File: config.mk
export PLATFORM = sky130hd
export DESIGN_NAME = mlpi_exp
export DESIGN_NICKNAME = d
export VERILOG_FILES = /design/src/rtl/core/mlpi_pkg.sv /design/src/rtl/core/mlpi_exp.sv
export SDC_FILE = /design/constraint.sdc
export NUM_CORES = 2
export LEC_CHECK = 0
export BUFFER_PORTS_ARGS = -buffer_cell sky130_fd_sc_hd__buf_4
export CAP_MARGIN = 20
export CORE_MARGIN = 2
export CORE_UTILIZATION = 65
export CTS_CLUSTER_SIZE = 28
export DETAILED_ROUTE_END_ITERATION = 12
export PLACE_DENSITY = 0.83
export SLEW_MARGIN = 5
export SYNTH_ARGS = -nofsm -noshare
export SYNTH_HDL_FRONTEND = slang
export SYNTH_SLANG_ARGS = --single-unit
export TNS_END_PERCENT = 50
File: constraint.sdc
create_clock -name clk -period 15.8 [get_ports clk]
set_clock_uncertainty 0.15 [all_clocks]
set_input_delay 3.16 -clock clk [delete_from_list [all_inputs] [get_ports clk]]
set_output_delay 3.16 -clock clk [all_outputs]
set_load 0.02 [all_outputs]
File: src/rtl/core/mlpi_pkg.sv
package mlpi_pkg;

  localparam int ACC_W     = 48;
  localparam int VAL_W     = 16;
  localparam int FRAC_BITS = 12;
  localparam int X_W       = 18;
  localparam int IDX_W     = 9;
  localparam int ROW_W     = 5;
  localparam int COL_W     = 4;
  localparam int OP_W      = 2;
  localparam int CFG_IDX_W = 2;
  localparam int CFG_DAT_W = 5;
  localparam int CLS_W     = 3;
  localparam int PROB_W    = 16;
  localparam int EXP_W     = 32;
  localparam int RESULT_LIMIT = 8;

  localparam int DEF_MAX_INPUTS  = 16;
  localparam int DEF_MAX_HIDDEN  = 16;
  localparam int DEF_MAX_CLASSES = 8;

  localparam logic [OP_W-1:0] OP_W_IH    = 2'd0;
  localparam logic [OP_W-1:0] OP_W_HO    = 2'd1;
  localparam logic [OP_W-1:0] OP_FEATURE = 2'd2;

  localparam logic [CFG_IDX_W-1:0] CFG_INPUT_COUNT  = 2'd0;
  localparam logic [CFG_IDX_W-1:0] CFG_HIDDEN_COUNT = 2'd1;
  localparam logic [CFG_IDX_W-1:0] CFG_CLASS_COUNT  = 2'd2;

  typedef struct packed {
    logic                  valid;
    logic                  first;
    logic [IDX_W-1:0]      idx;
    logic signed [X_W-1:0] x;
  } tok_t;

  function automatic logic [15:0] sig_tab(input logic [5:0] i);
    logic [15:0] v;
    case (i)
      6'd0:  v = 16'd32768; 6'd1:  v = 16'd36843; 6'd2:  v = 16'd40793;
      6'd3:  v = 16'd44511; 6'd4:  v = 16'd47911; 6'd5:  v = 16'd50941;
      6'd6:  v = 16'd53581; 6'd7:  v = 16'd55834; 6'd8:  v = 16'd57724;
      6'd9:  v = 16'd59287; 6'd10: v = 16'd60565; 6'd11: v = 16'd61598;
      6'd12: v = 16'd62428; 6'd13: v = 16'd63090; 6'd14: v = 16'd63615;
      6'd15: v = 16'd64030; 6'd16: v = 16'd64357; 6'd17: v = 16'd64614;
      6'd18: v = 16'd64816; 6'd19: v = 16'd64974; 6'd20: v = 16'd65097;
      6'd21: v = 16'd65194; 6'd22: v = 16'd65269; 6'd23: v = 16'd65328;
      6'd24: v = 16'd65374; 6'd25: v = 16'd65410; 6'd26: v = 16'd65438;
      6'd27: v = 16'd65459; 6'd28: v = 16'd65476; 6'd29: v = 16'd65489;
      6'd30: v = 16'd65500; 6'd31: v = 16'd65508;
      default: v = 16'd65514;
    endcase
    return v;
  endfunction

  function automatic logic [26:0] exp_int_tab(input logic [3:0] i);
    logic [26:0] v;
    case (i)
      4'd0:  v = 27'd22;       4'd1:  v = 27'd60;       4'd2:  v = 27'd162;
      4'd3:  v = 27'd442;      4'd4:  v = 27'd1200;     4'd5:  v = 27'd3263;
      4'd6:  v = 27'd8869;     4'd7:  v = 27'd24109;    4'd8:  v = 27'd65536;
      4'd9:  v = 27'd178145;   4'd10: v = 27'd484249;   4'd11: v = 27'd1316326;
      4'd12: v = 27'd3578144;  4'd13: v = 27'd9726405;  4'd14: v = 27'd26439109;
      default: v = 27'd71868951;
    endcase
    return v;
  endfunction

  function automatic logic [17:0] exp_frac_tab(input logic [3:0] i);
    logic [17:0] v;
    case (i)
      4'd0: v = 18'd65536;  4'd1: v = 18'd74262;  4'd2: v = 18'd84150;
      4'd3: v = 18'd95354;  4'd4: v = 18'd108051; 4'd5: v = 18'd122437;
      4'd6: v = 18'd138740; 4'd7: v = 18'd157213;
      default: v = 18'd178145;
    endcase
    return v;
  endfunction

endpackage

File: src/rtl/core/mlpi_exp.sv
module mlpi_exp
  import mlpi_pkg::*;
(
  input  logic                    clk,
  input  logic                    rst_n,
  input  logic                    in_v,
  input  logic [CLS_W-1:0]        in_idx,
  input  logic signed [ACC_W-1:0] in_acc,
  output logic                    out_v,
  output logic [CLS_W-1:0]        out_idx,
  output logic [EXP_W-1:0]        out_e
);

  logic                    v1_r, v2_r, v3_r, v4_r;
  logic [CLS_W-1:0]        i1_r, i2_r, i3_r, i4_r;
  logic signed [VAL_W-1:0] z_r;
  logic [3:0]              n2_r, n3_r;
  logic [17:0]             base_r;
  logic [14:0]             diff_r;
  logic [8:0]              r_r;
  logic [17:0]             ef_r;
  logic [EXP_W-1:0]        e_r;

  logic signed [ACC_W-1:0] sh;
  logic signed [VAL_W-1:0] z_nxt;
  logic [15:0]             zu;
  logic [23:0]             fp;
  logic [44:0]             pp;

  always_comb begin
    sh = in_acc >>> 16;
    if (sh > 48'sd32767) begin
      z_nxt = 16'sh7FFF;
    end else if (sh < -48'sd32768) begin
      z_nxt = -16'sh8000;
    end else begin
      z_nxt = VAL_W'(sh);
    end
    zu = {~z_r[15], z_r[14:0]};
    fp = 24'(diff_r) * 24'(r_r);
    pp = 45'(exp_int_tab(n3_r)) * 45'(ef_r);
  end

  always_ff @(posedge clk) begin
    if (!rst_n) begin
      v1_r <= 1'b0;
      v2_r <= 1'b0;
      v3_r <= 1'b0;
      v4_r <= 1'b0;
    end else begin
      v1_r <= in_v;
      v2_r <= v1_r;
      v3_r <= v2_r;
      v4_r <= v3_r;
    end
  end

  always_ff @(posedge clk) begin
    i1_r   <= in_idx;
    z_r    <= z_nxt;
    i2_r   <= i1_r;
    n2_r   <= zu[15:12];
    base_r <= exp_frac_tab({1'b0, zu[11:9]});
    diff_r <= 15'(exp_frac_tab({1'b0, zu[11:9]} + 4'd1) - exp_frac_tab({1'b0, zu[11:9]}));
    r_r    <= zu[8:0];
    i3_r   <= i2_r;
    n3_r   <= n2_r;
    ef_r   <= base_r + 18'(fp[23:9]);
    i4_r   <= i3_r;
    e_r    <= EXP_W'(pp >> 16);
  end

  assign out_v   = v4_r;
  assign out_idx = i4_r;
  assign out_e   = e_r;

endmodule

==> impl_metrics.yaml <==
run_status:
  outcome: "completed"
final_layout:
  syn_to_final_growth_pct: 5.520
  num-nets-final: 3391
  drive_gt1_share_pct: 4.470
  antenna_cells: 0
  mostFrequentLayoutCells: "625 x inv_1, 474 x fa_1, 391 x nand2_1, 236 x and2_1, 214 x ha_1"
  layout_commonest_cell: "inv_1"
  utilization_pct: 69.46
logic_synthesis:
  synth_edf_count: 0
  synthCells: 2659
  seq_area_frac_synth_pct: 13.52
  yosys.cell_types.count: 63
  synth_seq_cells: 162
  yosys_most_used_dff: "dfxtp_1"
  synthesis.area_sq_um: 23980
  syn-mean-instance-area_sq_um: 9.020
  synth_fa_ha_area_share_pct: 50.73
  synth-xor-area-share_pct: 2.520
  async_flop_share_pct: 0
  synth_compound_area_share_pct: 5.441
  synthSimpleGateAreaFrac_pct: 15.76
  synth_warnings: 0
  synth_top_family_by_area: "adder cells"
  synth_mux_area_share_pct: 0.5061
clock_tree:
  numCtsBuffers: 17
  cts_setup_buffers: 0
  cts.clk_slew.worst_paths_ns: 0.08
  insertion_delay_ns: 0.45
  root_buffer: "clkbuf_16"
  cts.sinks: 162
  htreeDepth: 4
  cts_buffer_depth: 2
  ctsResizeCount: 0
  hold_buffers: 0
  cts_tree: "built"
global_route:
  antenna_found_initial: 0
  grt_pass1_wl_microns: 91690
  grt_overflow: 0
  grt_max_degree: 31
  grt_pass1_vias: 19040
  track_usage_pct: 30.12
route:
  route.vias.total: 17480
  drc: 0
  ant_nets: 0
  drt-pass1-iter-count: 8
  drt-vias-per-instance: 5.585
  post_drt_wl_per_cell_microns: 17.35
  drt-initial-drc-count: 1172
  drt_wl_total_microns: 54310
die:
  io_pins: 90
  core_sq_um: 36430
  row_count: 70
  die_h_microns: 196.1
  dieArea_sq_um: 38450
  initial_core_util_pct: 65.82
  die_w_microns: 196.1
job:
  drv_cap: 0
setup_path:
  crit_fanout: 15
  crit_arrival_ns: 8.05
  crit_type: "reg2reg"
  critPathLaunchType: "flip-flop"
  required_ns: 16.02
  cp-end-kind: "flip-flop"
timing:
  grt_setup_unrepaired: "false"
  slew_headroom_pct: 20.58
  period_needed_ns: 7.829
  finalSetupTns_ns: 0
  worstMarginPinSlew_ns: 1.190
  hold_viol: 0
  setup_viol_count_final: 0
  period_share_pct: 49.55
  layout_setup_ws_ns: 7.971
  slew_violations: 0
  timing.fmax_mhz: 127.7
place:
  place_ws_ns: 8.044
  gp_congestion: 0.8819
  dp_hpwl_microns: 43010
  io_buffers: 70
min_path:
  worstHoldPathType: "reg2reg"
==> Yosys cell counts (all sizes together), types with 7 or more instances <==
cell type  instances  area [sq um]
mux2i             11         110.1
and3              16         100.1
nand2            391          1468
xnor2             48         420.4
a21o              33         247.7
xor2              21         183.9
nand3              9         45.04
ha               214          2678
and2             236          1476
a211oi             8         65.06
o21ai             52         260.3
nor3              10         50.05
nor2              82         307.8
nand4             11         68.82
fa               474          9489
a21oi             57         289.0
dfxtp            162          3243
inv              628          2357
clkbuf            99         371.6
nor2b             17         106.4
nand2b             7         43.79
==> worst paths after layout <==
check,start,endpoint,slack (ns),cells past startpoint
hold reg to reg,i1_r[0],i2_r[0],0.17,0
hold / removal,i1_r[0],i2_r[0],0.17,0
setup / recovery,r_r[5],ef_r[16],7.97,27
setup reg to reg,r_r[5],ef_r[16],7.97,27
==> per-layer routing <==
| layer | up-vias | part of all wire (%) | track usage [%] |
|---|---|---|---|
| met3 | 166 | 7.1 | 5.106 |
| li1 | 7824 | - | - |
| met4 | 0 | 3.5 | 12.43 |
| met5 | - | 0 | 0 |
| met1 | 8786 | 38 | 37.09 |
| met2 | 706 | 51 | 52.81 |
==> area by class of cell <==
class                      count  area (sq um)
multi-input combinational   1767         17990
fill                        2700         11130
sequential                   162          3243
inverter                     628          2357
tap                          468         585.6
timing repair buffer          73         548.0
clock buffer                  17         425.4
clock inverter                15         158.9
==> cells by family (layout without fill, tap and decap cells) <==
kind of cell	Yosys count	after routing
other	1	3
AO/OA/AOI/OAI	201	201
AND/OR/NAND/NOR	794	794
adder cells (fa/ha/maj)	688	688
flip-flops	162	162
buffers and inverters	732	733
XOR/XNOR	69	69
multiplexers	12	12
==> through the flow <==
step	std cells	instance area, sq um	hold WS [ns]
after floorplan	2661	23990	0.1596
final	3130	25310	0.1738
after CTS	3130	25310	0.1798
after detailed placement	3098	24720	0.1621
after global placement	3098	24720	0.1610
after global routing	3130	25310	0.1842
==> worst max-delay path, cell delays in order (launching register included) <==
cell,delay (ns)
dfxtp_1,0.71
nand2_1,0.18
fa_1,0.54
fa_1,0.49
inv_1,0.05
fa_1,0.50
fa_1,0.49
ha_1,0.26
nor4_2,0.31
o41a_1,0.26
a211oi_2,0.09
a31o_4,0.29
and2_1,0.19
o21a_1,0.21
o21ai_1,0.13
nand2b_1,0.10
a21oi_1,0.18
xnor2_1,0.15
ha_1,0.30
a2111oi_0,0.57
o21ai_1,0.19
a31o_1,0.26
a21oi_1,0.23
o21ai_1,0.12
and4_1,0.22
o31a_1,0.29
o21ai_1,0.15
xnor2_1,0.14
Power is not shown: default switching activity piles up to over one toggle a cycle in this logic, so the estimate is an artifact.
