### src/rtl/core/mlpi_pkg.sv
package mlpi_pkg;

  localparam int ACC_W     = 48;
  localparam int VAL_W     = 16;
  localparam int FRAC_BITS = 12;
  localparam int X_W       = 18;
  localparam int IDX_W     = 9;
  localparam int ROW_W     = 5;
  localparam int COL_W     = 4;
  localparam int OP_W      = 2;
  localparam int CFG_IDX_W = 2;
  localparam int CFG_DAT_W = 5;
  localparam int CLS_W     = 3;
  localparam int PROB_W    = 16;
  localparam int EXP_W     = 32;
  localparam int RESULT_LIMIT = 8;

  localparam int DEF_MAX_INPUTS  = 16;
  localparam int DEF_MAX_HIDDEN  = 16;
  localparam int DEF_MAX_CLASSES = 8;

  localparam logic [OP_W-1:0] OP_W_IH    = 2'd0;
  localparam logic [OP_W-1:0] OP_W_HO    = 2'd1;
  localparam logic [OP_W-1:0] OP_FEATURE = 2'd2;

  localparam logic [CFG_IDX_W-1:0] CFG_INPUT_COUNT  = 2'd0;
  localparam logic [CFG_IDX_W-1:0] CFG_HIDDEN_COUNT = 2'd1;
  localparam logic [CFG_IDX_W-1:0] CFG_CLASS_COUNT  = 2'd2;

  typedef struct packed {
    logic                  valid;
    logic                  first;
    logic [IDX_W-1:0]      idx;
    logic signed [X_W-1:0] x;
  } tok_t;

  function automatic logic [15:0] sig_tab(input logic [5:0] i);
    logic [15:0] v;
    case (i)
      6'd0:  v = 16'd32768; 6'd1:  v = 16'd36843; 6'd2:  v = 16'd40793;
      6'd3:  v = 16'd44511; 6'd4:  v = 16'd47911; 6'd5:  v = 16'd50941;
      6'd6:  v = 16'd53581; 6'd7:  v = 16'd55834; 6'd8:  v = 16'd57724;
      6'd9:  v = 16'd59287; 6'd10: v = 16'd60565; 6'd11: v = 16'd61598;
      6'd12: v = 16'd62428; 6'd13: v = 16'd63090; 6'd14: v = 16'd63615;
      6'd15: v = 16'd64030; 6'd16: v = 16'd64357; 6'd17: v = 16'd64614;
      6'd18: v = 16'd64816; 6'd19: v = 16'd64974; 6'd20: v = 16'd65097;
      6'd21: v = 16'd65194; 6'd22: v = 16'd65269; 6'd23: v = 16'd65328;
      6'd24: v = 16'd65374; 6'd25: v = 16'd65410; 6'd26: v = 16'd65438;
      6'd27: v = 16'd65459; 6'd28: v = 16'd65476; 6'd29: v = 16'd65489;
      6'd30: v = 16'd65500; 6'd31: v = 16'd65508;
      default: v = 16'd65514;
    endcase
    return v;
  endfunction

  function automatic logic [26:0] exp_int_tab(input logic [3:0] i);
    logic [26:0] v;
    case (i)
      4'd0:  v = 27'd22;       4'd1:  v = 27'd60;       4'd2:  v = 27'd162;
      4'd3:  v = 27'd442;      4'd4:  v = 27'd1200;     4'd5:  v = 27'd3263;
      4'd6:  v = 27'd8869;     4'd7:  v = 27'd24109;    4'd8:  v = 27'd65536;
      4'd9:  v = 27'd178145;   4'd10: v = 27'd484249;   4'd11: v = 27'd1316326;
      4'd12: v = 27'd3578144;  4'd13: v = 27'd9726405;  4'd14: v = 27'd26439109;
      default: v = 27'd71868951;
    endcase
    return v;
  endfunction

  function automatic logic [17:0] exp_frac_tab(input logic [3:0] i);
    logic [17:0] v;
    case (i)
      4'd0: v = 18'd65536;  4'd1: v = 18'd74262;  4'd2: v = 18'd84150;
      4'd3: v = 18'd95354;  4'd4: v = 18'd108051; 4'd5: v = 18'd122437;
      4'd6: v = 18'd138740; 4'd7: v = 18'd157213;
      default: v = 18'd178145;
    endcase
    return v;
  endfunction

endpackage

### src/rtl/core/mlpi_mac_cell.sv
module mlpi_mac_cell
  import mlpi_pkg::*;
#(
  parameter int DEPTH   = DEF_MAX_INPUTS + 1,
  parameter int CELL_ID = 0
) (
  input  logic                    clk,
  input  logic                    rst_n,
  input  logic                    wr_en,
  input  logic [ROW_W-1:0]        wr_row,
  input  logic [COL_W-1:0]        wr_col,
  input  logic signed [VAL_W-1:0] wr_data,
  input  tok_t                    tok_i,
  output tok_t                    tok_o,
  input  logic                    shift,
  input  logic signed [ACC_W-1:0] acc_i,
  output logic signed [ACC_W-1:0] acc_o
);

  localparam int A_W = (DEPTH > 1) ? $clog2(DEPTH) : 1;
  localparam int P_W = X_W + VAL_W;

  logic signed [VAL_W-1:0] mem [DEPTH];
  logic signed [VAL_W-1:0] rd_r;
  tok_t                    tok_r;
  logic                    pv_r, pf_r;
  logic signed [P_W-1:0]   prod_r;
  logic signed [ACC_W-1:0] acc_r, acc_nxt;
  logic                    wr_ok;

  assign wr_ok = wr_en && (wr_col == COL_W'(CELL_ID)) && (32'(wr_row) < 32'(DEPTH));

  always_ff @(posedge clk) begin
    if (wr_ok) begin
      mem[wr_row[A_W-1:0]] <= wr_data;
    end
    rd_r <= mem[tok_i.idx[A_W-1:0]];
  end

  always_ff @(posedge clk) begin
    if (!rst_n) begin
      tok_r.valid <= 1'b0;
      pv_r        <= 1'b0;
    end else begin
      tok_r.valid <= tok_i.valid;
      pv_r        <= tok_r.valid;
    end
  end

  always_comb begin
    acc_nxt = acc_r;
    if (shift) begin
      acc_nxt = acc_i;
    end else if (pv_r) begin
      acc_nxt = pf_r ? ACC_W'(prod_r) : acc_r + ACC_W'(prod_r);
    end
  end

  always_ff @(posedge clk) begin
    tok_r.first <= tok_i.first;
    tok_r.idx   <= tok_i.idx;
    tok_r.x     <= tok_i.x;
    pf_r        <= tok_r.first;
    prod_r      <= tok_r.x * rd_r;
    acc_r       <= acc_nxt;
  end

  assign tok_o = tok_r;
  assign acc_o = acc_r;

endmodule

### config.mk
export PLATFORM = sky130hd
export DESIGN_NAME = mlpi_mac_cell
export DESIGN_NICKNAME = d
export VERILOG_FILES = /design/src/rtl/core/mlpi_pkg.sv /design/src/rtl/core/mlpi_mac_cell.sv
export SDC_FILE = /design/constraint.sdc
export NUM_CORES = 1
export LEC_CHECK = 0
export BUFFER_PORTS_ARGS = -buffer_cell sky130_fd_sc_hd__buf_2
export CAP_MARGIN = 20
export CORE_UTILIZATION = 55
export DETAILED_ROUTE_END_ITERATION = 6
export PLACE_DENSITY = 0.79
export SLEW_MARGIN = 20
export SYNTH_ARGS = -nofsm -noshare
export SYNTH_HDL_FRONTEND = slang
export SYNTH_SLANG_ARGS = --single-unit
### constraint.sdc
create_clock -name clk -period 6.2 [get_ports clk]
set_clock_uncertainty 0.1 [all_clocks]
set_input_delay 0.62 -clock clk [delete_from_list [all_inputs] [get_ports clk]]
set_output_delay 0.62 -clock clk [all_outputs]
set_load 0.02 [all_outputs]
==> run_results.csv <==
group,metric,value,unit
outcome,status,"completed",
timing,slew_viol_final,0,
die,dieArea,51300,um2
synthesis,post_synth_fa_ha_maj_area_fraction,27.0,%
synthesis,synth_largest_area_cell,"edfxtp_1",
global_routing,grt_max_degree,73,
route,wire_per_inst,21.3,um
synthesis,yosys.area_share.simple,9.08,%
clock_network,clk_transition_reported_paths,0.06,ns
placed_design,pre_cts_ws,-0.195,ns
global_routing,grt_overflow,0,
route,via_count,18500,
clock_network,cts.path.max_buffers,3,
clock_network,cts_tree,"yes",
die,io_pins,183,
timing,fmax,163,MHz
global_routing,antenna_found_initial,6,
synthesis,syn_area,27700,um2
die,die_h,226,um
die,die_w,226,um
clock_network,htree_levels,2,
layout,drive_gt1_share,24.5,%
flow_run,maxCapViolCount,0,
synthesis,synth_cell_types,79,
die,row_count,81,
die,core_area,49400,um2
synthesis,ys_ff_latch,401,
synthesis,ys.flop_type,"edfxtp_1",
clock_network,numCtsBuffers,43,
layout,synthToLayoutAreaGrowth,15.8,%
synthesis,synth_cells,2239,
synthesis,synth_fp_nets,2769,
timing,fin_crit_sh,98.9,%
synthesis,synth_edf_count,320,
route,drt_iter0_drc,1448,
clock_network,root_buffer,"clkbuf_16",
die,initial_utilization,56.1,%
layout,layout_commonest_cell,"inv_1",
placed_design,place_congestion,0.952,
synthesis,ys_warn_count,0,
placed_design,dp_hpwl,49100,um
layout,final_cell_mix,"324 x inv_1, 320 x edfxtp_1, 279 x fa_1",
global_routing,grt_pass1_vias,20000,
global_routing,track_usage,27.7,%
timing,period_minus_slack,6.13,ns
timing,setup_ws,0.0710,ns
synthesis,synth_area_leaders,"edfxtp_1 35%, fa_1 21%, mux4_2 6.5%",
layout,final_util,65.0,%
timing,finalSetupViolCount,0,
timing,worst_slew_pin_slew,1.21,ns
critical_path,worstPathMaxFanout,6,
worst_hold_path,hold_path.class,"primary input to register",
route,drt_first_pass_iters,5,
timing,rsz0062_at_grt,"yes",
synthesis,ys_seq_area_share,40.5,%
synthesis,syn_avg_cell_area,12.4,um2
critical_path,startpoint_type,"register",
synthesis,yosys.area.top_type_share,34.7,%
layout,final_cell_area,32100,um2
route,avgViaCountPerCell,5.76,
timing,slew_headroom,19.5,%
critical_path,crit_path_end_kind,"register",
clock_network,insertion_delay,0.59,ns
critical_path,worst_ep_required_time,6.59,ns
placed_design,io_buffer_count,182,
synthesis,yosys-mux-area-fraction,7.71,%
critical_path,arrival,6.52,ns
critical_path,worstSetupPathType,"register to register",
route,ant_nets,0,
synthesis,ys_async_sr_fraction,0,%
route,drc,0,
timing,hold_violations,0,
placed_design,placed_area,30100,um2
synthesis,synth_top_family_by_area,"adder cells",
layout,final_nets,3041,
synthesis,synth_xor_area_share,2.47,%
route,drt_wl_total,68400,um
clock_network,cts_sinks,401,
global_routing,grt_pass1_wl,108000,um
synthesis,synth_compound_area_share,7.28,%
worst max-delay path, cell delays in order, from the launching register on:
cell and delay, ns:
dfxtp_4 0.36, buf_12 0.13, and2_4 0.15, fa_1 0.52
inv_1 0.05, fa_1 0.45, fa_1 0.51, inv_2 0.04
fa_1 0.49, fa_1 0.49, inv_1 0.05, fa_1 0.48
inv_2 0.05, ha_4 0.20, a21o_1 0.20, a211o_1 0.24
a311oi_2 0.26, o31ai_2 0.14, o2111ai_2 0.13, a21oi_2 0.09
or3_1 0.39, or2_1 0.26, a211oi_2 0.19, nor2_1 0.05
per-stage QoR:
stage	hold slack, ns	TNS (ns)	instances
after CTS	0.00455	0	3201
after floorplan	0.334	0	2239
final	0.0291	0	3211
after global placement	0.234	-0.289	3106
after global routing	0.0152	-0.572	3211
after detailed placement	0.237	-0.702	3110
kinds of logic (layout without fill, tap and decap cells):
kind of cell             count (synthesis)  count (layout)
AND/OR/NAND/NOR                        504             504
adder cells (fa/ha/maj)                424             424
buffers and inverters                  422             729
flip-flops                             401             401
AO/OA/AOI/OAI                          300             300
multiplexers                           110             110
XOR/XNOR                                78              78
other                                    0               1
area by class of cell:
type	instances	area (um2)
Clock inverter	26	298
Sequential cell	401	11300
Tap cell	664	831
Antenna cell	1	2.50
Clock buffer	54	1130
Inverter	334	1250
Timing Repair Buffer	315	2040
Fill cell	3600	17300
Multi-Input combinational cell	1416	15200
worst paths after layout:
path / startpoint / to / slack (ns) / cells after the start
setup / recovery: rd_r[4]$_DFF_P_ / prod_r[29]$_DFF_P_ / 0.07 / 23
hold / removal: tok_i[27] / tok_o[27]$_DFF_P_ / 0.03 / 1
setup reg to reg: rd_r[4]$_DFF_P_ / prod_r[29]$_DFF_P_ / 0.07 / 23
hold reg to reg: tok_o[27]$_DFF_P_ / pf_r$_DFF_P_ / 0.24 / 0
state kept, by name, indices dropped and copies added (netlist names):
| signal | flops |
|---|---|
| acc_o | 48 |
| tok_o | 29 |
| pf_r | 1 |
| mem | 272 |
| rd_r | 16 |
| prod_r | 34 |
| pv_r | 1 |
repair_timing:
item	CTS	global route
hold buffers	1	0
endpoints found under the hold margin	1	0
pin swaps	28	58
gates cloned	0	0
gates resized for setup	50	71
endpoints found under the setup margin	7	11
setup buffers	12	9
layer usage:
metal  wire length [um]  part of all wire, %  vias to the layer above  track usage, %
met5                 53                0.077                        -               0
met4               2660                  3.9                        8            11.7
met3               4920                  7.2                      206            5.12
met2              35400                   52                      787            49.8
met1              25400                   37                     9339            32.5
li1                   -                    -                     8158               -
cell usage after synthesis, types with 11 or more instances:
library cell and count:
o211ai_1 17, o21ai_0 54, dfxtp_1 81, nand2_1 202, xor2_1 27, mux2_2 27
mux4_2 80, buf_1 12, o21ai_1 12, inv_1 333, a21o_1 40, a21oi_1 76
nor2b_1 13, xnor2_1 51, nand4_1 13, ha_1 133, fa_1 291, nand3_1 14
nor3_1 11, o21a_1 27, nor2_1 57, nand2b_1 12, edfxtp_1 320, and2_1 141
clkbuf_1 66
Power is not shown: default switching activity piles up to over one toggle a cycle in this logic, so the estimate is an artifact.
