File: config.mk
export PLATFORM = sky130hd
export DESIGN_NAME = mlpi_div
export DESIGN_NICKNAME = d
export VERILOG_FILES = /design/src/rtl/core/mlpi_pkg.sv /design/src/rtl/core/mlpi_div.sv
export SDC_FILE = /design/constraint.sdc
export NUM_CORES = 1
export LEC_CHECK = 0
export ABC_AREA = 1
export BUFFER_PORTS_ARGS = -buffer_cell sky130_fd_sc_hd__buf_2
export CELL_PAD_IN_SITES_DETAIL_PLACEMENT = 1
export CELL_PAD_IN_SITES_GLOBAL_PLACEMENT = 2
export CORE_MARGIN = 2
export CORE_UTILIZATION = 32
export DETAILED_ROUTE_END_ITERATION = 16
export GPL_ROUTABILITY_DRIVEN = 0
export GPL_TIMING_DRIVEN = 0
export HOLD_SLACK_MARGIN = 0.03
export PLACE_DENSITY = 0.87
export SETUP_SLACK_MARGIN = 0.3
export SLEW_MARGIN = 10
export SYNTH_ARGS = -nofsm -noshare
export SYNTH_HDL_FRONTEND = slang
export SYNTH_SLANG_ARGS = --single-unit
File: constraint.sdc
create_clock -name clk -period 2.7 [get_ports clk]
set_input_delay 0.81 -clock clk [delete_from_list [all_inputs] [get_ports clk]]
set_output_delay 0.81 -clock clk [all_outputs]
set_load 0.005 [all_outputs]
File: src/rtl/core/mlpi_pkg.sv
package mlpi_pkg;

  localparam int ACC_W     = 48;
  localparam int VAL_W     = 16;
  localparam int FRAC_BITS = 12;
  localparam int X_W       = 18;
  localparam int IDX_W     = 9;
  localparam int ROW_W     = 5;
  localparam int COL_W     = 4;
  localparam int OP_W      = 2;
  localparam int CFG_IDX_W = 2;
  localparam int CFG_DAT_W = 5;
  localparam int CLS_W     = 3;
  localparam int PROB_W    = 16;
  localparam int EXP_W     = 32;
  localparam int RESULT_LIMIT = 8;

  localparam int DEF_MAX_INPUTS  = 16;
  localparam int DEF_MAX_HIDDEN  = 16;
  localparam int DEF_MAX_CLASSES = 8;

  localparam logic [OP_W-1:0] OP_W_IH    = 2'd0;
  localparam logic [OP_W-1:0] OP_W_HO    = 2'd1;
  localparam logic [OP_W-1:0] OP_FEATURE = 2'd2;

  localparam logic [CFG_IDX_W-1:0] CFG_INPUT_COUNT  = 2'd0;
  localparam logic [CFG_IDX_W-1:0] CFG_HIDDEN_COUNT = 2'd1;
  localparam logic [CFG_IDX_W-1:0] CFG_CLASS_COUNT  = 2'd2;

  typedef struct packed {
    logic                  valid;
    logic                  first;
    logic [IDX_W-1:0]      idx;
    logic signed [X_W-1:0] x;
  } tok_t;

  function automatic logic [15:0] sig_tab(input logic [5:0] i);
    logic [15:0] v;
    case (i)
      6'd0:  v = 16'd32768; 6'd1:  v = 16'd36843; 6'd2:  v = 16'd40793;
      6'd3:  v = 16'd44511; 6'd4:  v = 16'd47911; 6'd5:  v = 16'd50941;
      6'd6:  v = 16'd53581; 6'd7:  v = 16'd55834; 6'd8:  v = 16'd57724;
      6'd9:  v = 16'd59287; 6'd10: v = 16'd60565; 6'd11: v = 16'd61598;
      6'd12: v = 16'd62428; 6'd13: v = 16'd63090; 6'd14: v = 16'd63615;
      6'd15: v = 16'd64030; 6'd16: v = 16'd64357; 6'd17: v = 16'd64614;
      6'd18: v = 16'd64816; 6'd19: v = 16'd64974; 6'd20: v = 16'd65097;
      6'd21: v = 16'd65194; 6'd22: v = 16'd65269; 6'd23: v = 16'd65328;
      6'd24: v = 16'd65374; 6'd25: v = 16'd65410; 6'd26: v = 16'd65438;
      6'd27: v = 16'd65459; 6'd28: v = 16'd65476; 6'd29: v = 16'd65489;
      6'd30: v = 16'd65500; 6'd31: v = 16'd65508;
      default: v = 16'd65514;
    endcase
    return v;
  endfunction

  function automatic logic [26:0] exp_int_tab(input logic [3:0] i);
    logic [26:0] v;
    case (i)
      4'd0:  v = 27'd22;       4'd1:  v = 27'd60;       4'd2:  v = 27'd162;
      4'd3:  v = 27'd442;      4'd4:  v = 27'd1200;     4'd5:  v = 27'd3263;
      4'd6:  v = 27'd8869;     4'd7:  v = 27'd24109;    4'd8:  v = 27'd65536;
      4'd9:  v = 27'd178145;   4'd10: v = 27'd484249;   4'd11: v = 27'd1316326;
      4'd12: v = 27'd3578144;  4'd13: v = 27'd9726405;  4'd14: v = 27'd26439109;
      default: v = 27'd71868951;
    endcase
    return v;
  endfunction

  function automatic logic [17:0] exp_frac_tab(input logic [3:0] i);
    logic [17:0] v;
    case (i)
      4'd0: v = 18'd65536;  4'd1: v = 18'd74262;  4'd2: v = 18'd84150;
      4'd3: v = 18'd95354;  4'd4: v = 18'd108051; 4'd5: v = 18'd122437;
      4'd6: v = 18'd138740; 4'd7: v = 18'd157213;
      default: v = 18'd178145;
    endcase
    return v;
  endfunction

endpackage

File: src/rtl/core/mlpi_div.sv
module mlpi_div
  import mlpi_pkg::*;
(
  input  logic              clk,
  input  logic              rst_n,
  input  logic              go,
  input  logic [EXP_W-1:0]  num,
  input  logic [EXP_W-1:0]  den,
  output logic              done,
  output logic [PROB_W-1:0] quo
);

  logic              run_r, done_r, zero_r;
  logic [4:0]        cnt_r;
  logic [EXP_W:0]    rem_r;
  logic [EXP_W-1:0]  den_r;
  logic [16:0]       q_r, q_nxt;
  logic [PROB_W-1:0] quo_r;
  logic              ge;
  logic [EXP_W:0]    diffr;

  always_comb begin
    ge    = rem_r >= {1'b0, den_r};
    diffr = ge ? rem_r - {1'b0, den_r} : rem_r;
    q_nxt = {q_r[15:0], ge};
  end

  always_ff @(posedge clk) begin
    if (!rst_n) begin
      run_r  <= 1'b0;
      done_r <= 1'b0;
    end else begin
      done_r <= 1'b0;
      if (go) begin
        run_r <= 1'b1;
      end else if (run_r && cnt_r == 5'd1) begin
        run_r  <= 1'b0;
        done_r <= 1'b1;
      end
    end
  end

  always_ff @(posedge clk) begin
    if (go) begin
      rem_r  <= {1'b0, num};
      den_r  <= den;
      zero_r <= (den == '0);
      q_r    <= '0;
      cnt_r  <= 5'd17;
    end else if (run_r) begin
      rem_r <= {diffr[EXP_W-1:0], 1'b0};
      q_r   <= q_nxt;
      cnt_r <= cnt_r - 5'd1;
      if (cnt_r == 5'd1) begin
        quo_r <= zero_r ? '0 : (q_nxt[16] ? 16'hFFFF : q_nxt[15:0]);
      end
    end
  end

  assign done = done_r;
  assign quo  = quo_r;

endmodule
==> results.md, run 1 <==
* Via count at 6165
* Max-cap check violation count at 0
* Final setup vio count at 0
* Htree depth at 3
* Num CTS Buffers at 9
* Core area at 22500 sq um
* Clk sinks at 105
* Clock buffer depth at 2
* Post-placement cell area at 8080 sq um
* GRT Total Usage at 18.2%
* Post-Syn Nets at 1031
* Outcome: completed
* First-pass GRT wire length at 34100 microns
* Hold wc startpoint: cnt_r[4]$_SDFFE_PP1P_
* Reg power frac at 30.8%
* Yosys warns at 0
* FF-to-FF Start: rem_r[17]$_DFFE_PP_
* Required time worst endpoint at 2.83 ns
* Worst-skew pair later-pin latency at 0.37 ns
* P_leak at 0.00421 uW
* Syn Std Cell Area at 7300 sq um
* DRC violations left at 0
* Compound-Gate Fraction of Synth Area at 4.52%
* Post-route cell area at 8980 sq um
* Commonest non-fill, non-tap cell in the layout: nand2_1
* Comb power frac at 48.6%
* Initial drt markers at 244
* Crit Path Max Fanout at 10
* Most area-consuming cells after synthesis: edfxtp_1 33%, nand2_1 15%, inv_1 8.1%
* Die area at 24000 sq um
* Cell accounting for the most synthesized area: edfxtp_1
* DP HPWL at 16600 microns
* Initial Util at 32.4%
* Critical-path top delay cell: edfxtp_1
* Period utilisation layout at 85.8%
* P&R area growth vs syn at 22.9%
* Worst Setup End Kind: register
* Worst slew pin tran at 0.834 ns
* Peak Freq at 432 MHz
* Final Net Count at 1139
* Clock network fraction of total power at 20.6%
* RSZ-0062 raised after global routing: yes
* Clk slew on worst S/H paths at 0.08 ns
* Crit Reg-Reg Endpoint: rem_r[25]$_DFFE_PP_
* Max stage delay on crit path at 0.41 ns
* Adder-Cell Fraction of Synth Area at 6.10%
* Top-area cell type share of the netlist area at 33.3%
* Critical-path cell list: ha_2, nand2_2, nor2_4, nand2_2, nor2_4, and3_4, nor2_8, nand2_8, buf_12, nand2_2, nand3_2, nand2_1
* R2R depth at 12
* Number of synthesized flops with an enable pin at 81
* Setup WS post-layout at 0.384 ns
* Final ANT Viol Nets at 0
* Setup WS pre-CTS at -0.906 ns
* Layout cells sized above 1 at 28.3%
* Minimum clock period after layout at 2.32 ns
* N_diodes at 0
* Critical path class: register to register
* Final hold vios at 0
* Post-Syn Area per Cell at 7.86 sq um
* Gr ovfl total at 0
* Post-Synth XOR/XNOR Area at 1.68%
* Cell mode on critical path: nand2_2
* CTS tree: built
* Mux cell area share after synthesis at 0%
* Vias in the first global route at 6522
* Synth cell types at 37
* Most frequent cells in the layout: 272 x nand2_1, 154 x inv_1, 83 x buf_2
* CTS Root Cell: clkbuf_16
* Slew Viols, Final at 0
* Chip Width at 155 microns
* PortBufs at 83
* Primary FF master, synth: edfxtp_1
* Cell-internal power at 3980 uW
* Slew HR at 43.9%
* Seq/Total Area, Yosys at 39.9%
* Die Height at 155 microns
* Data arrival time of the critical path at 2.45 ns
* Post-Syn Instances at 929
* Net switching power of the design at 2850 uW
* Reg2Reg Setup Slack at 0.38 ns
* Power density cells at 760 nW/um^2
* Hold Path End: cnt_r[4]$_SDFFE_PP1P_
* Initial antenna violation count at 0
* Wire per inst at 16.2 microns
* Largest family of logic cells by synthesized area: simple AND/OR/NAND/NOR gates
* Crit start category: register
* Rows at 55
* # IOs at 84
* Yosys reg bits at 105
* Total Routed Length at 21500 microns
* Clock skew at 0.0135 ns
* Switching Fraction at 41.7%
* Hold Crit Class: register to register
* Fill cells at 2712
* Post-synthesis async set-or-reset flop share at 0%
* Simple-Gate Fraction of Synth Area at 36.4%
* DR vias/cell at 4.65
* Maximum vdd drop at 0.000306 V
* 1st-pass router iterations at 4
* Largest net degree at the start of global routing at 42
* Worst hold path depth at 2
## power groups by stage
stage | clock (uW) | sequential, uW | combinational, uW
finish | 1400 | 2100 | 3320
global route | 1490 | 2120 | 3720
CTS | 1430 | 2060 | 3080
detailed placement | 0 | 2080 | 2990
global placement | 0 | 2080 | 2930
floorplan | 0 | 2050 | 2260
## per-layer routing
metal | GRT usage, % | part of all wire [%] | vias up | routed length (microns)
li1 | - | - | 3171 | -
met1 | 24.1 | 48 | 2912 | 10300
met2 | 31.3 | 48 | 74 | 10400
met3 | 2.95 | 2.9 | 8 | 626
met4 | 3.57 | 0.81 | 0 | 175
met5 | 0 | 0 | - | 0
## worst max path at each step
stage | cells after the start | start | to
4_1_cts | 13 | rem_r[13]$_DFFE_PP_ | rem_r[31]$_DFFE_PP_
6_report | 12 | rem_r[17]$_DFFE_PP_ | rem_r[25]$_DFFE_PP_
5_1_grt | 12 | rem_r[7]$_DFFE_PP_ | rem_r[25]$_DFFE_PP_
2_1_floorplan | 4 | go | rem_r[0]$_SDFFCE_PN0P_
3_3_place_gp | 5 | go | rem_r[18]$_DFFE_PP_
3_5_place_dp | 5 | go | rem_r[20]$_DFFE_PP_
## kinds of logic (layout without fill, tap and decap cells)
family	Yosys count	after routing
adder cells (fa/ha/maj)	35	35
AND/OR/NAND/NOR	525	525
AO/OA/AOI/OAI	59	59
buffers and inverters	191	304
XOR/XNOR	14	14
flip-flops	105	105
## worst max-delay path: cells and delay by family (launching register included)
family	cells	cell delay [ns]
and+or+nand+nor	10	1.09
DFF	1	0.41
adders and majority gates	1	0.40
buffers and inverters	1	0.16
## repair_timing
action	CTS	global route
pin swaps	1	15
endpoints found under the setup margin	90	80
hold buffers	0	0
setup buffers	1	13
gates resized for setup	20	56
## cell type report
| type | count | area, sq um | area share [%] |
|---|---|---|---|
| Multi-Input combinational cell | 633 | 4010 | 44.7 |
| Sequential cell | 105 | 2910 | 32.4 |
| Inverter | 171 | 646 | 7.19 |
| Timing Repair Buffer | 97 | 539 | 6.01 |
| Tap cell | 285 | 357 | 3.97 |
| Clock buffer | 9 | 225 | 2.51 |
| Buffer | 20 | 204 | 2.27 |
| Clock inverter | 7 | 83.8 | 0.934 |
## flip-flops by register name, indices dropped and copies added, names as in the netlist
register / count
q_r: 16
zero_r: 1
den_r: 32
done: 1
run_r: 1
quo: 16
rem_r: 33
cnt_r: 5
## Yosys cell counts, types with 2 or more instances
cell type / instances
and3_1: 2
nor2_1: 45
nand2_4: 2
nand3_2: 30
buf_4: 2
buf_12: 3
a21oi_1: 33
a21oi_2: 2
inv_2: 11
nand2_2: 57
nor3_1: 6
dfxtp_1: 24
nand3_1: 28
edfxtp_1: 81
ha_1: 34
nand3b_1: 41
o22ai_1: 16
nor4_1: 9
nor2_2: 8
xnor2_1: 14
o21ai_0: 5
nand2_1: 283
and2_1: 3
inv_1: 158
o21bai_1: 3
clkbuf_1: 6
clkinv_1: 2
buf_6: 7
nand4_1: 5
nor2_8: 2
## per-stage QoR
step | power, uW | instances | setup TNS (ns) | utilization [%] | hold slack, ns
floorplan | 4310 | 929 | 0 | - | 0.428
global placement | 5010 | 1297 | -43.39 | 35.9 | 0.442
detailed placement | 5080 | 1297 | -49.31 | 35.9 | 0.461
CTS | 6570 | 1314 | 0 | 37.8 | 0.483
global route | 7330 | 1327 | 0 | 39.9 | 0.517
finish | 6820 | 1327 | 0 | 39.9 | 0.482
No activity file was read; power rests on OpenSTA's default activity.
==> inputs of run 2 (changes only) <==
==> constraint.sdc (replaced) <==
create_clock -name clk -period 2.7 [get_ports clk]
set_input_delay 0.135 -clock clk [delete_from_list [all_inputs] [get_ports clk]]
set_output_delay 0.135 -clock clk [all_outputs]
set_load 0.005 [all_outputs]
==> results.md, run 2 (same netlist as run 1, synthesis figures left out) <==
* Slew Viols, Final at 0
* Num CTS Buffers at 9
* Required time worst endpoint at 2.82 ns
* Initial antenna violation count at 0
* Worst-skew pair later-pin latency at 0.37 ns
* First-pass GRT wire length at 34600 microns
* Chip Width at 155 microns
* Largest register FFs at 33
* Total Routed Length at 21900 microns
* Crit start category: register
* Via count at 6355
* Post-Layout Cell Count at 1357
* 1st-pass router iterations at 4
* Core area at 22500 sq um
* Data arrival time of the critical path at 2.45 ns
* GRT Total Usage at 18.4%
* Largest Register: rem_r
* Largest net degree at the start of global routing at 35
* Hold wc startpoint: num[4]
* Crit Path Max Fanout at 10
* Final Net Count at 1169
* Setup WS pre-CTS at 0.0104 ns
* Critical path class: register to register
* N_diodes at 0
* Seq. cell area at 2910 sq um
* Outcome: completed
* CTS Root Cell: clkbuf_16
* Layout cells sized above 1 at 27.0%
* Grt peak-use layer: met2
* P_leak at 0.00434 uW
* DRC violations left at 0
* Reg2Reg Setup Slack at 0.37 ns
* # IOs at 84
* Commonest non-fill, non-tap cell in the layout: nand2_1
* Rows at 55
* Clock skew at 0.0173 ns
* FF-to-FF Start: rem_r[23]$_DFFE_PP_
* Crit Reg-Reg Endpoint: rem_r[25]$_DFFE_PP_
* Die Height at 155 microns
* Final hold vios at 0
* Met3 GRT Util at 2.84%
* Largest regs: rem_r: 33 flops, den_r: 32 flops
* Placed cell count at 1298
* P&R area growth vs syn at 26.7%
* Most frequent cells in the layout: 271 x nand2_1, 156 x inv_1, 83 x buf_2
* DP HPWL at 16900 microns
* Clk slew on worst S/H paths at 0.09 ns
* Worst slew pin tran at 0.788 ns
* Worst Setup End Kind: register
* Post-route cell area at 9250 sq um
* Vias in the first global route at 6680
* Die area at 24000 sq um
* Max-cap check violation count at 0
* Final setup vio count at 0
* Minimum clock period after layout at 2.33 ns
* Setup WS post-layout at 0.374 ns
* Post-placement cell area at 8100 sq um
* Slew HR at 47.0%
* Initial Util at 32.4%
* Initial drt markers at 260
* Maximum vdd drop at 0.000526 V
* Fill cells at 2714
* CTS tree: built
* Period utilisation layout at 86.1%
* GR met1 Demand/Resource at 24.5%
* Peak Freq at 430 MHz
* Clock buffer depth at 2
* PortBufs at 83
* Power density cells at 741 nW/um^2
* Clk sinks at 105
* Final ANT Viol Nets at 0
* Hold Crit Class: primary input to register
* Area of the multi-input gates at 3990 sq um
* Worst hold path depth at 3
* Gr ovfl total at 0
* Hold Path End: rem_r[4]$_DFFE_PP_
* M2 GR Usage at 31.6%
* Htree depth at 3
* RSZ-0062 raised after global routing: yes
* Wire per inst at 16.2 microns
* R2R depth at 12
* DR vias/cell at 4.68
==> run 2: cell count changes in the layout (fill, tap and decap cells not counted), moves of 2 or more <==
cell	before	now
dlygate4sd3_1	0	34
inv_8	3	1
ha_1	6	8
inv_1	154	156
buf_4	15	12
==> run 2: power breakdown <==
part	leakage, uW	internal, uW	switching [uW]	total (uW)
logic	0.00319	1360	1990	3350
registers	0.000991	1960	139	2100
clock network	0.000152	676	726	1400
==> run 2: worst max path at each step <==
stage,startpoint,to,cells past startpoint
3_3_place_gp,go,rem_r[18]$_DFFE_PP_,5
5_1_grt,rem_r[12]$_DFFE_PP_,rem_r[25]$_DFFE_PP_,15
2_1_floorplan,rem_r[0]$_SDFFCE_PN0P_,rem_r[17]$_DFFE_PP_,14
3_5_place_dp,go,rem_r[19]$_DFFE_PP_,5
4_1_cts,rem_r[22]$_DFFE_PP_,rem_r[25]$_DFFE_PP_,12
6_report,rem_r[23]$_DFFE_PP_,rem_r[25]$_DFFE_PP_,12
==> run 2: timing repair <==
| action | 4_1_cts | 5_1_grt |
|---|---|---|
| gates resized for setup | 18 | 49 |
| buffers inserted | 1 | 9 |
| hold buffers | 33 | 0 |
| setup endpoints to repair | 31 | 32 |
| hold endpoints to repair | 34 | 0 |
| pin swaps | 1 | 17 |
==> run 2: final cells by class <==
class | count | area share, %
Multi-Input combinational cell | 633 | 43.2
Sequential cell | 105 | 31.5
Timing Repair Buffer | 127 | 9.12
Inverter | 171 | 6.94
Tap cell | 285 | 3.85
Clock buffer | 9 | 2.43
Buffer | 20 | 2.08
Clock inverter | 7 | 0.933
==> run 2: worst max-delay path, stage by stage, from the launching register on <==
cell and delay [ns]:
edfxtp_1 0.45, ha_4 0.33, nand2_1 0.12, nor2_2 0.18, nand2_2 0.10, nor2_4 0.14
and3_4 0.22, nor2_8 0.07, nand2_8 0.11, buf_12 0.16, nand2_2 0.08, nand3_2 0.07
nand2_1 0.06
==> run 2: per-stage QoR <==
stage	setup TNS (ns)	utilization (%)	total power, uW	hold slack [ns]
floorplan	0	-	4310	0.234
global placement	-44.35	35.9	5010	0.328
detailed placement	0	36.0	5080	0.331
CTS	0	39.4	6620	0.0367
global route	0	41.1	7330	0.0517
finish	0	41.1	6850	0.0408
==> run 2: per-layer routing <==
metal	up-vias	share of wire, %
li1	3232	-
met1	3001	47
met2	104	48
met3	18	3.6
met4	0	1.2
met5	-	0
